[config.mk]
export PLATFORM = sky130hd
export DESIGN_NAME = md5_hash_engine_top
export DESIGN_NICKNAME = d
export VERILOG_FILES = /design/src/sv/md5he_pkg.sv /design/src/sv/md5he_core.sv /design/src/sv/md5_hash_engine_top.sv
export VERILOG_INCLUDE_DIRS = /design/src /design/src/sv
export SDC_FILE = /design/constraint.sdc
export NUM_CORES = 2
export LEC_CHECK = 0
export BUFFER_PORTS_ARGS = -buffer_cell sky130_fd_sc_hd__buf_4
export CAP_MARGIN = 15
export CORE_MARGIN = 4
export CORE_UTILIZATION = 40
export CTS_BUF_LIST = sky130_fd_sc_hd__clkbuf_8
export CTS_CLUSTER_SIZE = 8
export DETAILED_ROUTE_END_ITERATION = 10
export PLACE_DENSITY = 0.66
export SLEW_MARGIN = 20
export SYNTH_ARGS = -nofsm -noshare
export SYNTH_HDL_FRONTEND = slang
export SYNTH_SLANG_ARGS = --single-unit
[constraint.sdc]
create_clock -name clk -period 14.06 [get_ports clk]
set_input_delay 0.703 -clock clk [delete_from_list [all_inputs] [get_ports clk]]
set_output_delay 0.703 -clock clk [all_outputs]
set_load 0.03 [all_outputs]
[src/sv/assert_macros.svh]
// ----------------------------------------------------------------------------
// Assertion macros
// Concurrent assertion wrappers shared by the MD5 engine RTL.
// ----------------------------------------------------------------------------
`ifndef ASSERT_MACROS_SVH
`define ASSERT_MACROS_SVH
`ifndef SYNTHESIS
`define ASSERT_RST(lbl, clk, rst, prop, msg) \
  lbl: assert property (@(posedge clk) disable iff (rst) prop) else $error(msg);
`define ASSERT_ALWAYS(lbl, clk, prop, msg) \
  lbl: assert property (@(posedge clk) prop) else $error(msg);
`else
`define ASSERT_RST(lbl, clk, rst, prop, msg)
`define ASSERT_ALWAYS(lbl, clk, prop, msg)
`endif
`endif

[src/sv/md5he_pkg.sv]
// ----------------------------------------------------------------------------
// MD5 engine package
// Types, constants and step tables shared by the MD5 engine modules.
// ----------------------------------------------------------------------------
`timescale 1ns / 1ps
`default_nettype none
package md5he_pkg;

  localparam logic [31:0] IV_A = 32'h67452301;
  localparam logic [31:0] IV_B = 32'hefcdab89;
  localparam logic [31:0] IV_C = 32'h98badcfe;
  localparam logic [31:0] IV_D = 32'h10325476;
  localparam logic [7:0]  PAD_BYTE = 8'h80;
  localparam logic [5:0]  LEN_POS = 6'd56;
  localparam logic [5:0]  LAST_POS = 6'd63;

  typedef enum logic [3:0] {
    S_IDLE, S_BYTE, S_PAD, S_ZERO, S_LEN, S_COMP, S_DONE
  } state_t;

  typedef enum logic [1:0] {
    C_IDLE, C_RUN, C_ADD
  } core_state_t;

  typedef struct packed {
    logic start;
    logic init;
  } core_ctrl_t;

  typedef struct packed {
    logic busy;
  } core_stat_t;

  function automatic logic [31:0] step_k(input logic [5:0] i);
    logic [31:0] k;
    unique case (i)
      6'd0: k = 32'hd76aa478;  6'd1: k = 32'he8c7b756;  6'd2: k = 32'h242070db;
      6'd3: k = 32'hc1bdceee;  6'd4: k = 32'hf57c0faf;  6'd5: k = 32'h4787c62a;
      6'd6: k = 32'ha8304613;  6'd7: k = 32'hfd469501;  6'd8: k = 32'h698098d8;
      6'd9: k = 32'h8b44f7af;  6'd10: k = 32'hffff5bb1; 6'd11: k = 32'h895cd7be;
      6'd12: k = 32'h6b901122; 6'd13: k = 32'hfd987193; 6'd14: k = 32'ha679438e;
      6'd15: k = 32'h49b40821; 6'd16: k = 32'hf61e2562; 6'd17: k = 32'hc040b340;
      6'd18: k = 32'h265e5a51; 6'd19: k = 32'he9b6c7aa; 6'd20: k = 32'hd62f105d;
      6'd21: k = 32'h02441453; 6'd22: k = 32'hd8a1e681; 6'd23: k = 32'he7d3fbc8;
      6'd24: k = 32'h21e1cde6; 6'd25: k = 32'hc33707d6; 6'd26: k = 32'hf4d50d87;
      6'd27: k = 32'h455a14ed; 6'd28: k = 32'ha9e3e905; 6'd29: k = 32'hfcefa3f8;
      6'd30: k = 32'h676f02d9; 6'd31: k = 32'h8d2a4c8a; 6'd32: k = 32'hfffa3942;
      6'd33: k = 32'h8771f681; 6'd34: k = 32'h6d9d6122; 6'd35: k = 32'hfde5380c;
      6'd36: k = 32'ha4beea44; 6'd37: k = 32'h4bdecfa9; 6'd38: k = 32'hf6bb4b60;
      6'd39: k = 32'hbebfbc70; 6'd40: k = 32'h289b7ec6; 6'd41: k = 32'heaa127fa;
      6'd42: k = 32'hd4ef3085; 6'd43: k = 32'h04881d05; 6'd44: k = 32'hd9d4d039;
      6'd45: k = 32'he6db99e5; 6'd46: k = 32'h1fa27cf8; 6'd47: k = 32'hc4ac5665;
      6'd48: k = 32'hf4292244; 6'd49: k = 32'h432aff97; 6'd50: k = 32'hab9423a7;
      6'd51: k = 32'hfc93a039; 6'd52: k = 32'h655b59c3; 6'd53: k = 32'h8f0ccc92;
      6'd54: k = 32'hffeff47d; 6'd55: k = 32'h85845dd1; 6'd56: k = 32'h6fa87e4f;
      6'd57: k = 32'hfe2ce6e0; 6'd58: k = 32'ha3014314; 6'd59: k = 32'h4e0811a1;
      6'd60: k = 32'hf7537e82; 6'd61: k = 32'hbd3af235; 6'd62: k = 32'h2ad7d2bb;
      default: k = 32'heb86d391;
    endcase
    return k;
  endfunction

  function automatic logic [4:0] step_rot(input logic [3:0] sel);
    logic [4:0] r;
    unique case (sel)
      4'd0: r = 5'd7;   4'd1: r = 5'd12;  4'd2: r = 5'd17;  4'd3: r = 5'd22;
      4'd4: r = 5'd5;   4'd5: r = 5'd9;   4'd6: r = 5'd14;  4'd7: r = 5'd20;
      4'd8: r = 5'd4;   4'd9: r = 5'd11;  4'd10: r = 5'd16; 4'd11: r = 5'd23;
      4'd12: r = 5'd6;  4'd13: r = 5'd10; 4'd14: r = 5'd15; default: r = 5'd21;
    endcase
    return r;
  endfunction

endpackage
`default_nettype wire

[src/sv/md5he_core.sv]
// ----------------------------------------------------------------------------
// MD5 compression core
// Runs the 64 MD5 steps at one step per cycle and folds the result into the
// chaining values.
// ----------------------------------------------------------------------------
`timescale 1ns / 1ps
`default_nettype none
`include "assert_macros.svh"
module md5he_core (
  input  wire logic                   clk,
  input  wire logic                   rst,
  input  wire md5he_pkg::core_ctrl_t  ctrl,
  input  wire logic [31:0]            word,
  output logic [3:0]                  word_idx,
  output md5he_pkg::core_stat_t       stat,
  output logic [127:0]                chain
);

  md5he_pkg::core_state_t state, state_next;
  logic [5:0]  step;
  logic [31:0] a, b, c, d;
  logic [31:0] h0, h1, h2, h3;
  logic [31:0] f, sum;
  logic [63:0] rot_wide;
  logic [1:0]  rnd;

  assign rnd = step[5:4];

  always_comb begin
    unique case (rnd)
      2'd0: begin
        f = (b & c) | (~b & d);
        word_idx = step[3:0];
      end
      2'd1: begin
        f = (b & d) | (c & ~d);
        word_idx = 4'(5 * step[3:0] + 1);
      end
      2'd2: begin
        f = b ^ c ^ d;
        word_idx = 4'(3 * step[3:0] + 5);
      end
      default: begin
        f = c ^ (b | ~d);
        word_idx = 4'(7 * step[3:0]);
      end
    endcase
    sum = a + f + md5he_pkg::step_k(step) + word;
    rot_wide = {sum, sum} << md5he_pkg::step_rot({rnd, step[1:0]});
  end

  always_comb begin
    state_next = state;
    unique case (state)
      md5he_pkg::C_IDLE: if (ctrl.start) state_next = md5he_pkg::C_RUN;
      md5he_pkg::C_RUN:  if (step == 6'd63) state_next = md5he_pkg::C_ADD;
      default:           state_next = md5he_pkg::C_IDLE;
    endcase
  end

  always_ff @(posedge clk) begin
    if (rst) begin
      state <= md5he_pkg::C_IDLE;
      step <= '0;
      h0 <= md5he_pkg::IV_A;
      h1 <= md5he_pkg::IV_B;
      h2 <= md5he_pkg::IV_C;
      h3 <= md5he_pkg::IV_D;
    end else begin
      state <= state_next;
      if (ctrl.init) begin
        h0 <= md5he_pkg::IV_A;
        h1 <= md5he_pkg::IV_B;
        h2 <= md5he_pkg::IV_C;
        h3 <= md5he_pkg::IV_D;
      end
      unique case (state)
        md5he_pkg::C_IDLE: begin
          step <= '0;
          a <= h0;
          b <= h1;
          c <= h2;
          d <= h3;
        end
        md5he_pkg::C_RUN: begin
          step <= step + 6'd1;
          a <= d;
          d <= c;
          c <= b;
          b <= b + rot_wide[63:32];
        end
        default: begin
          h0 <= h0 + a;
          h1 <= h1 + b;
          h2 <= h2 + c;
          h3 <= h3 + d;
        end
      endcase
    end
  end

  assign stat.busy = (state != md5he_pkg::C_IDLE);
  assign chain = {h3, h2, h1, h0};

  `ASSERT_RST(a_add_after_last_step, clk, rst,
    (state == md5he_pkg::C_ADD) |-> ($past(step) == 6'd63), "add without full run")
  `ASSERT_RST(a_start_only_idle, clk, rst,
    (ctrl.start && state == md5he_pkg::C_IDLE) |=> (state == md5he_pkg::C_RUN && step == 6'd0),
    "start not taken")
  `ASSERT_ALWAYS(a_reset_idle, clk, rst |=> (state == md5he_pkg::C_IDLE), "core not idle")

endmodule
`default_nettype wire

[src/sv/md5_hash_engine_top.sv]
// MD5 engine: bytes enter the block buffer one per cycle, pausing while a full
// 64-byte block is compressed; a word of n bytes passes the accept step, n byte
// writes and a step back to idle. Each full block runs through the compression
// core (64 steps at one per cycle, the chain add and the hand back). The last
// transaction also writes padding one byte per cycle, with the same pauses, and
// runs one or two more compressions before the digest appears. in_stall stays high while busy.
// ----------------------------------------------------------------------------
// MD5 engine top level
// Byte packer, padding sequencer and digest output register.
// ----------------------------------------------------------------------------
`timescale 1ns / 1ps
`default_nettype none
`include "assert_macros.svh"
module md5_hash_engine_top (
  input  wire logic        clk,
  input  wire logic        rst,
  input  wire logic        in_valid,
  output logic             in_stall,
  input  wire logic [31:0] data_word,
  input  wire logic [2:0]  byte_count,
  input  wire logic        last,
  output logic             out_valid,
  input  wire logic        out_stall,
  output logic [63:0]      digest_low,
  output logic [63:0]      digest_high
);

  md5he_pkg::state_t state, state_next, ret_state;
  md5he_pkg::core_ctrl_t ctrl;
  md5he_pkg::core_stat_t stat;
  logic [31:0]  block_words [16];
  logic [31:0]  word;
  logic [2:0]   cnt;
  logic         fin;
  logic [63:0]  bit_length;
  logic [63:0]  len;
  logic [5:0]   pad_pos;
  logic [5:0]   pos;
  logic [3:0]   word_idx;
  logic [127:0] chain;
  logic         out_free;

  assign pos = bit_length[8:3];
  assign out_free = !out_valid || !out_stall;
  assign in_stall = (state != md5he_pkg::S_IDLE);

  md5he_core u_core (
    .clk(clk), .rst(rst), .ctrl(ctrl), .word(block_words[word_idx]),
    .word_idx(word_idx), .stat(stat), .chain(chain)
  );

  always_comb begin
    state_next = state;
    ctrl.start = 1'b0;
    ctrl.init = 1'b0;
    unique case (state)
      md5he_pkg::S_IDLE: if (in_valid) state_next = md5he_pkg::S_BYTE;
      md5he_pkg::S_BYTE: begin
        if (cnt != 3'd0) begin
          if (pos == md5he_pkg::LAST_POS) begin
            state_next = md5he_pkg::S_COMP;
            ctrl.start = 1'b1;
          end
        end else if (fin) begin
          state_next = md5he_pkg::S_PAD;
        end else begin
          state_next = md5he_pkg::S_IDLE;
        end
      end
      md5he_pkg::S_PAD: begin
        if (pos == md5he_pkg::LAST_POS) begin
          state_next = md5he_pkg::S_COMP;
          ctrl.start = 1'b1;
        end else if (pos + 6'd1 == md5he_pkg::LEN_POS) begin
          state_next = md5he_pkg::S_LEN;
        end else begin
          state_next = md5he_pkg::S_ZERO;
        end
      end
      md5he_pkg::S_ZERO: begin
        if (pad_pos == md5he_pkg::LEN_POS) begin
          state_next = md5he_pkg::S_LEN;
        end else if (pad_pos == md5he_pkg::LAST_POS) begin
          state_next = md5he_pkg::S_COMP;
          ctrl.start = 1'b1;
        end
      end
      md5he_pkg::S_LEN: begin
        state_next = md5he_pkg::S_COMP;
        ctrl.start = 1'b1;
      end
      md5he_pkg::S_COMP: if (!stat.busy) state_next = ret_state;
      md5he_pkg::S_DONE: begin
        if (out_free) begin
          ctrl.init = 1'b1;
          state_next = md5he_pkg::S_IDLE;
        end
      end
      default: state_next = md5he_pkg::S_IDLE;
    endcase
  end

  always_ff @(posedge clk) begin
    if (rst) begin
      state <= md5he_pkg::S_IDLE;
      ret_state <= md5he_pkg::S_IDLE;
      bit_length <= '0;
      out_valid <= 1'b0;
    end else begin
      state <= state_next;
      if (state == md5he_pkg::S_DONE && out_free) out_valid <= 1'b1;
      else if (!out_stall) out_valid <= 1'b0;
      unique case (state)
        md5he_pkg::S_IDLE: begin
          word <= data_word;
          cnt <= byte_count[2] ? 3'd4 : byte_count;
          fin <= last;
        end
        md5he_pkg::S_BYTE: begin
          ret_state <= md5he_pkg::S_BYTE;
          if (cnt != 3'd0) begin
            block_words[pos[5:2]][{pos[1:0], 3'b000} +: 8] <= word[7:0];
            word <= word >> 8;
            cnt <= cnt - 3'd1;
            bit_length <= bit_length + 64'd8;
          end
        end
        md5he_pkg::S_PAD: begin
          block_words[pos[5:2]][{pos[1:0], 3'b000} +: 8] <= md5he_pkg::PAD_BYTE;
          len <= bit_length;
          pad_pos <= pos + 6'd1;
          ret_state <= md5he_pkg::S_ZERO;
        end
        md5he_pkg::S_ZERO: begin
          ret_state <= md5he_pkg::S_ZERO;
          if (pad_pos != md5he_pkg::LEN_POS) begin
            block_words[pad_pos[5:2]][{pad_pos[1:0], 3'b000} +: 8] <= 8'h00;
            pad_pos <= pad_pos + 6'd1;
          end
        end
        md5he_pkg::S_LEN: begin
          block_words[14] <= len[31:0];
          block_words[15] <= len[63:32];
          ret_state <= md5he_pkg::S_DONE;
        end
        md5he_pkg::S_DONE: begin
          if (out_free) begin
            digest_low <= chain[63:0];
            digest_high <= chain[127:64];
            bit_length <= '0;
          end
        end
        default: begin
        end
      endcase
    end
  end

  `ASSERT_RST(a_core_busy_in_comp, clk, rst,
    stat.busy |-> (state == md5he_pkg::S_COMP), "core runs outside compression")
  `ASSERT_RST(a_result_from_done, clk, rst,
    $rose(out_valid) |-> ($past(state) == md5he_pkg::S_DONE), "digest without finish")
  `ASSERT_RST(a_len_cleared, clk, rst,
    ($past(state) == md5he_pkg::S_DONE && state == md5he_pkg::S_IDLE) |-> (bit_length == 64'd0),
    "length not cleared")
  `ASSERT_ALWAYS(a_reset_no_result, clk, rst |=> !out_valid, "result after reset")

endmodule
`default_nettype wire
==> summary.txt <==
Pwr
  • PwrDens: about 190 nW/µm²
  • Pleak: around 0.025 µW
  • Peak VDD IR: a little over 0.0002 V

Timing
  • FMAX: ~84 MHz
  • Final Max Tran Viols: 0
  • Post-route minimum period: 11.84 ns
  • Fin crit share: 84.19%
  • Actual slew at the worst max-slew pin: about 1.2 ns
  • Smallest hold slack: approximately 0.078 ns
  • Layout Skew: between 0.03 and 0.04 ns
  • Setup TNS: 0 ns
  • Final setup fails: 0
  • RSZ-0062 raised after global routing: false
  • Relative slew slack: 21.97%
  • Hold Violations, Final: 0

Placed design
  • Port Buf Inserts: approximately 170
  • Hpwl dp: 123.0 mm
  • GPL Wtd Cong: between 0.9 and 1

Synthesis
  • Area contributors post-synth: edfxtp_1, dfxtp_1, mux4_2
  • Asr flop ratio synth: 0%
  • Post-synth net total: between 5000 and 6000
  • Post-synthesis mux area share: ~8%
  • Register area share after synthesis: about half
  • Syn Inst Count: 5396
  • Number of flops mapped to enable cells by yosys: 871
  • Post-synth top area cell: edfxtp_1
  • Seq cells post-synth: about 1100
  • Synth cell types: just over 80
  • Top cells by count, synth: edfxtp_1, nand2_1, nor2_1, a21oi_1, o21ai_0
  • Xor and xnor fraction of the mapped netlist area: around 3.8%
  • Adder-Cell Fraction of Synth Area: between 7 and 8%
  • Top-area cell type share of the netlist area: 43.62%
  • Simple-Gate Fraction of Synth Area: about an eighth
  • Synthesized area: roughly 60000 µm²
  • Synth warnings: 0
  • Primary FF master, synth: edfxtp_1
  • Largest family of logic cells by synthesized area: compound AO/OA/AOI/OAI gates
  • Count leader, synth: edfxtp_1
  • Post-synthesis compound-gate area fraction: between 10% and 20%
  • Average cell area after synthesis: 11.11 µm²

Global route
  • First-pass GRT wire length: around 260 mm
  • Aggregate global-route resource usage: between 20% and 30%
  • Vias in the first global route: around 42000
  • Pin count of the biggest net entering global routing: between 100 and 150
  • Initial antenna violation count: 6
  • Total global routing overflow: 0

Route
  • DR vias: ~44000
  • Total Wirelength: between 150 and 200 mm
  • Final ANT Viol Nets: 0
  • Drt pass-1 iters: 6
  • Drt initial violations: around 4400
  • WL/cell: 22.57 µm
  • DR vias/cell: approximately 5.7
  • Remaining routing DRC violations: 0

Setup path
  • Worst path slowest cell: a311oi_1
  • Buf+Inv Stages, Crit Path: 5
  • Arrival time worst endpoint: 12.60 ns
  • CP Capture Type: register
  • FF-to-FF Start: u_core.step[0]
  • Startpoint types: register
  • R2R cell count: 40
  • Worst R2R End: u_core.b[31]
  • Crit path depth: 40
  • Required @ worst endpoint: around 15 ns
  • CP delay by family, top: compound AO/OA/AOI/OAI gates
  • Worst setup path endpoint: u_core.b[31]
  • Crit-path max cell delay: roughly 0.89 ns
  • Crit-path max FO: 34
  • Flop-to-flop setup slack: about 2.2 ns
  • Crit. Startpoint: u_core.step[0]
  • WS Path Type: register to register

CTS
  • # H-tree levels: 4
  • CTS root buffer: clkbuf_8
  • Clk sinks: around 1100
  • # hold bufs at CTS: 7
  • Bufs on Longest Clock Path: 3
  • CTS tree: yes
  • Clk_lat worst skew: between 0.9 and 1 ns
  • CTS buffer count: 184
  • Post-CTS setup buffers: 0
  • Clock slew at reported path FFs: 0.06 ns
  • CTS-repair resized insts: 0

Layout
  • Layout area overhead: 11.45%
  • Footprint of the multi-input gates: 27020 µm²
  • NumNets Final: between 5000 and 6000
  • Register area: ~31000 µm²
  • Fill cells: ~14000
  • Proportion of layout cells with a drive suffix above 1: roughly 13%

Job
  • Max-Cap Viols: 0

Run status
  • Status: complete, no violations

Hold path
  • WHS Path Cells: 3
  • Hold Crit Class: input pin to register
  • Hold path startpoint: data_word[21]

Floorplan
  • Ports: 170
  • Die outline area: between 150000 and 200000 µm²
  • Initial Utilization: 40.42%
  • Die Y-Extent: approximately 400 µm
  • DIE WIDTH: around 400 µm
  • FP Rows: 141
  • Core area: around 150000 µm²
## cells in the final DEF (no fill, tap or decap), types with 32 or more instances in the layout
| master | instances |
|---|---|
| o22a_1 | 35 |
| a21oi_1 | 364 |
| a22o_1 | 57 |
| o21bai_1 | 40 |
| fa_1 | 69 |
| nor3_1 | 87 |
| o21ai_0 | 297 |
| buf_4 | 232 |
| xor2_1 | 142 |
| a31oi_1 | 85 |
| mux2i_1 | 79 |
| xnor2_1 | 111 |
| dfxtp_1 | 237 |
| nand2b_1 | 49 |
| nand2_1 | 631 |
| a211oi_1 | 36 |
| edfxtp_1 | 871 |
| nor2_1 | 453 |
| and3_1 | 45 |
| a21o_1 | 86 |
| nand3_1 | 102 |
| ha_1 | 224 |
| mux4_2 | 165 |
| maj3_1 | 32 |
| and2_1 | 47 |
| inv_1 | 336 |
| clkbuf_8 | 201 |
## worst min-delay path by stage
stage                     endpoint
after floorplan            len[17]
after global placement     len[63]
after detailed placement   len[57]
after CTS                  word[1]
after global routing      word[12]
final                     word[21]
## logic make-up after synthesis
family | after synthesis
buf+inv | 564
compound gates | 1273
flops | 1112
fa+ha+maj | 325
simple gates | 1590
xor+xnor | 256
mux | 276
## through the flow
stage | total power, µW | std cells | area (µm²) | setup WS [ns] | utilization (%)
after global routing | 13740 | 7674 | 66830 | 1.405 | 45.04
final | 12900 | 7674 | 66830 | 2.223 | 45.04
after floorplan | 8445 | 5396 | 59970 | 3.968 | -
after detailed placement | 10180 | 7327 | 63250 | 2.304 | 42.63
after global placement | 10130 | 7327 | 63240 | 2.407 | 42.62
after CTS | 12900 | 7667 | 66770 | 2.216 | 45.00
## power by group
group / internal [µW] / total, µW / switching, µW
Sequential: 3870 / 4100 / 228
Combinational: 2400 / 6110 / 3710
Clock: 1360 / 2700 / 1340
## flip-flops by register name, summed over array words and instances (netlist names), 6 cells and up, named ones only
signal and flops:
bit_length 61, digest_high 64, u_core.h3 32, u_core.step 6, u_core.b 32, word 32, u_core.d 32, block_words 512
u_core.h2 32, digest_low 64, u_core.h0 32, u_core.a 32, pad_pos 6, len 61, u_core.c 32, u_core.h1 32
## area by class of cell
type	count	area share, %
repair buffers	243	2.805
clock buffers	201	4.139
clock inverters	132	1.024
well taps	2002	3.748
flip-flops and latches	1112	46.37
diodes	4	0.01498
multi-input cells	3720	40.43
inverters	260	1.460
## tightest hold or removal path: cells and delay by family
family | cells | cell delay, ns
AND/OR/NAND/NOR | 2 | 0.09
buffers and inverters | 1 | 0.08
## per-layer routing
| layer | global-route usage [%] | routed length (µm) | up-vias |
|---|---|---|---|
| met1 | 29.19 | 72610 | 21281 |
| met4 | 8.810 | 6813 | 0 |
| met2 | 35.03 | 80680 | 1847 |
| met5 | 0 | 0 | - |
| li1 | - | - | 20182 |
| met3 | 4.047 | 13080 | 301 |
Note: power is estimated with default switching activity, not from simulation.
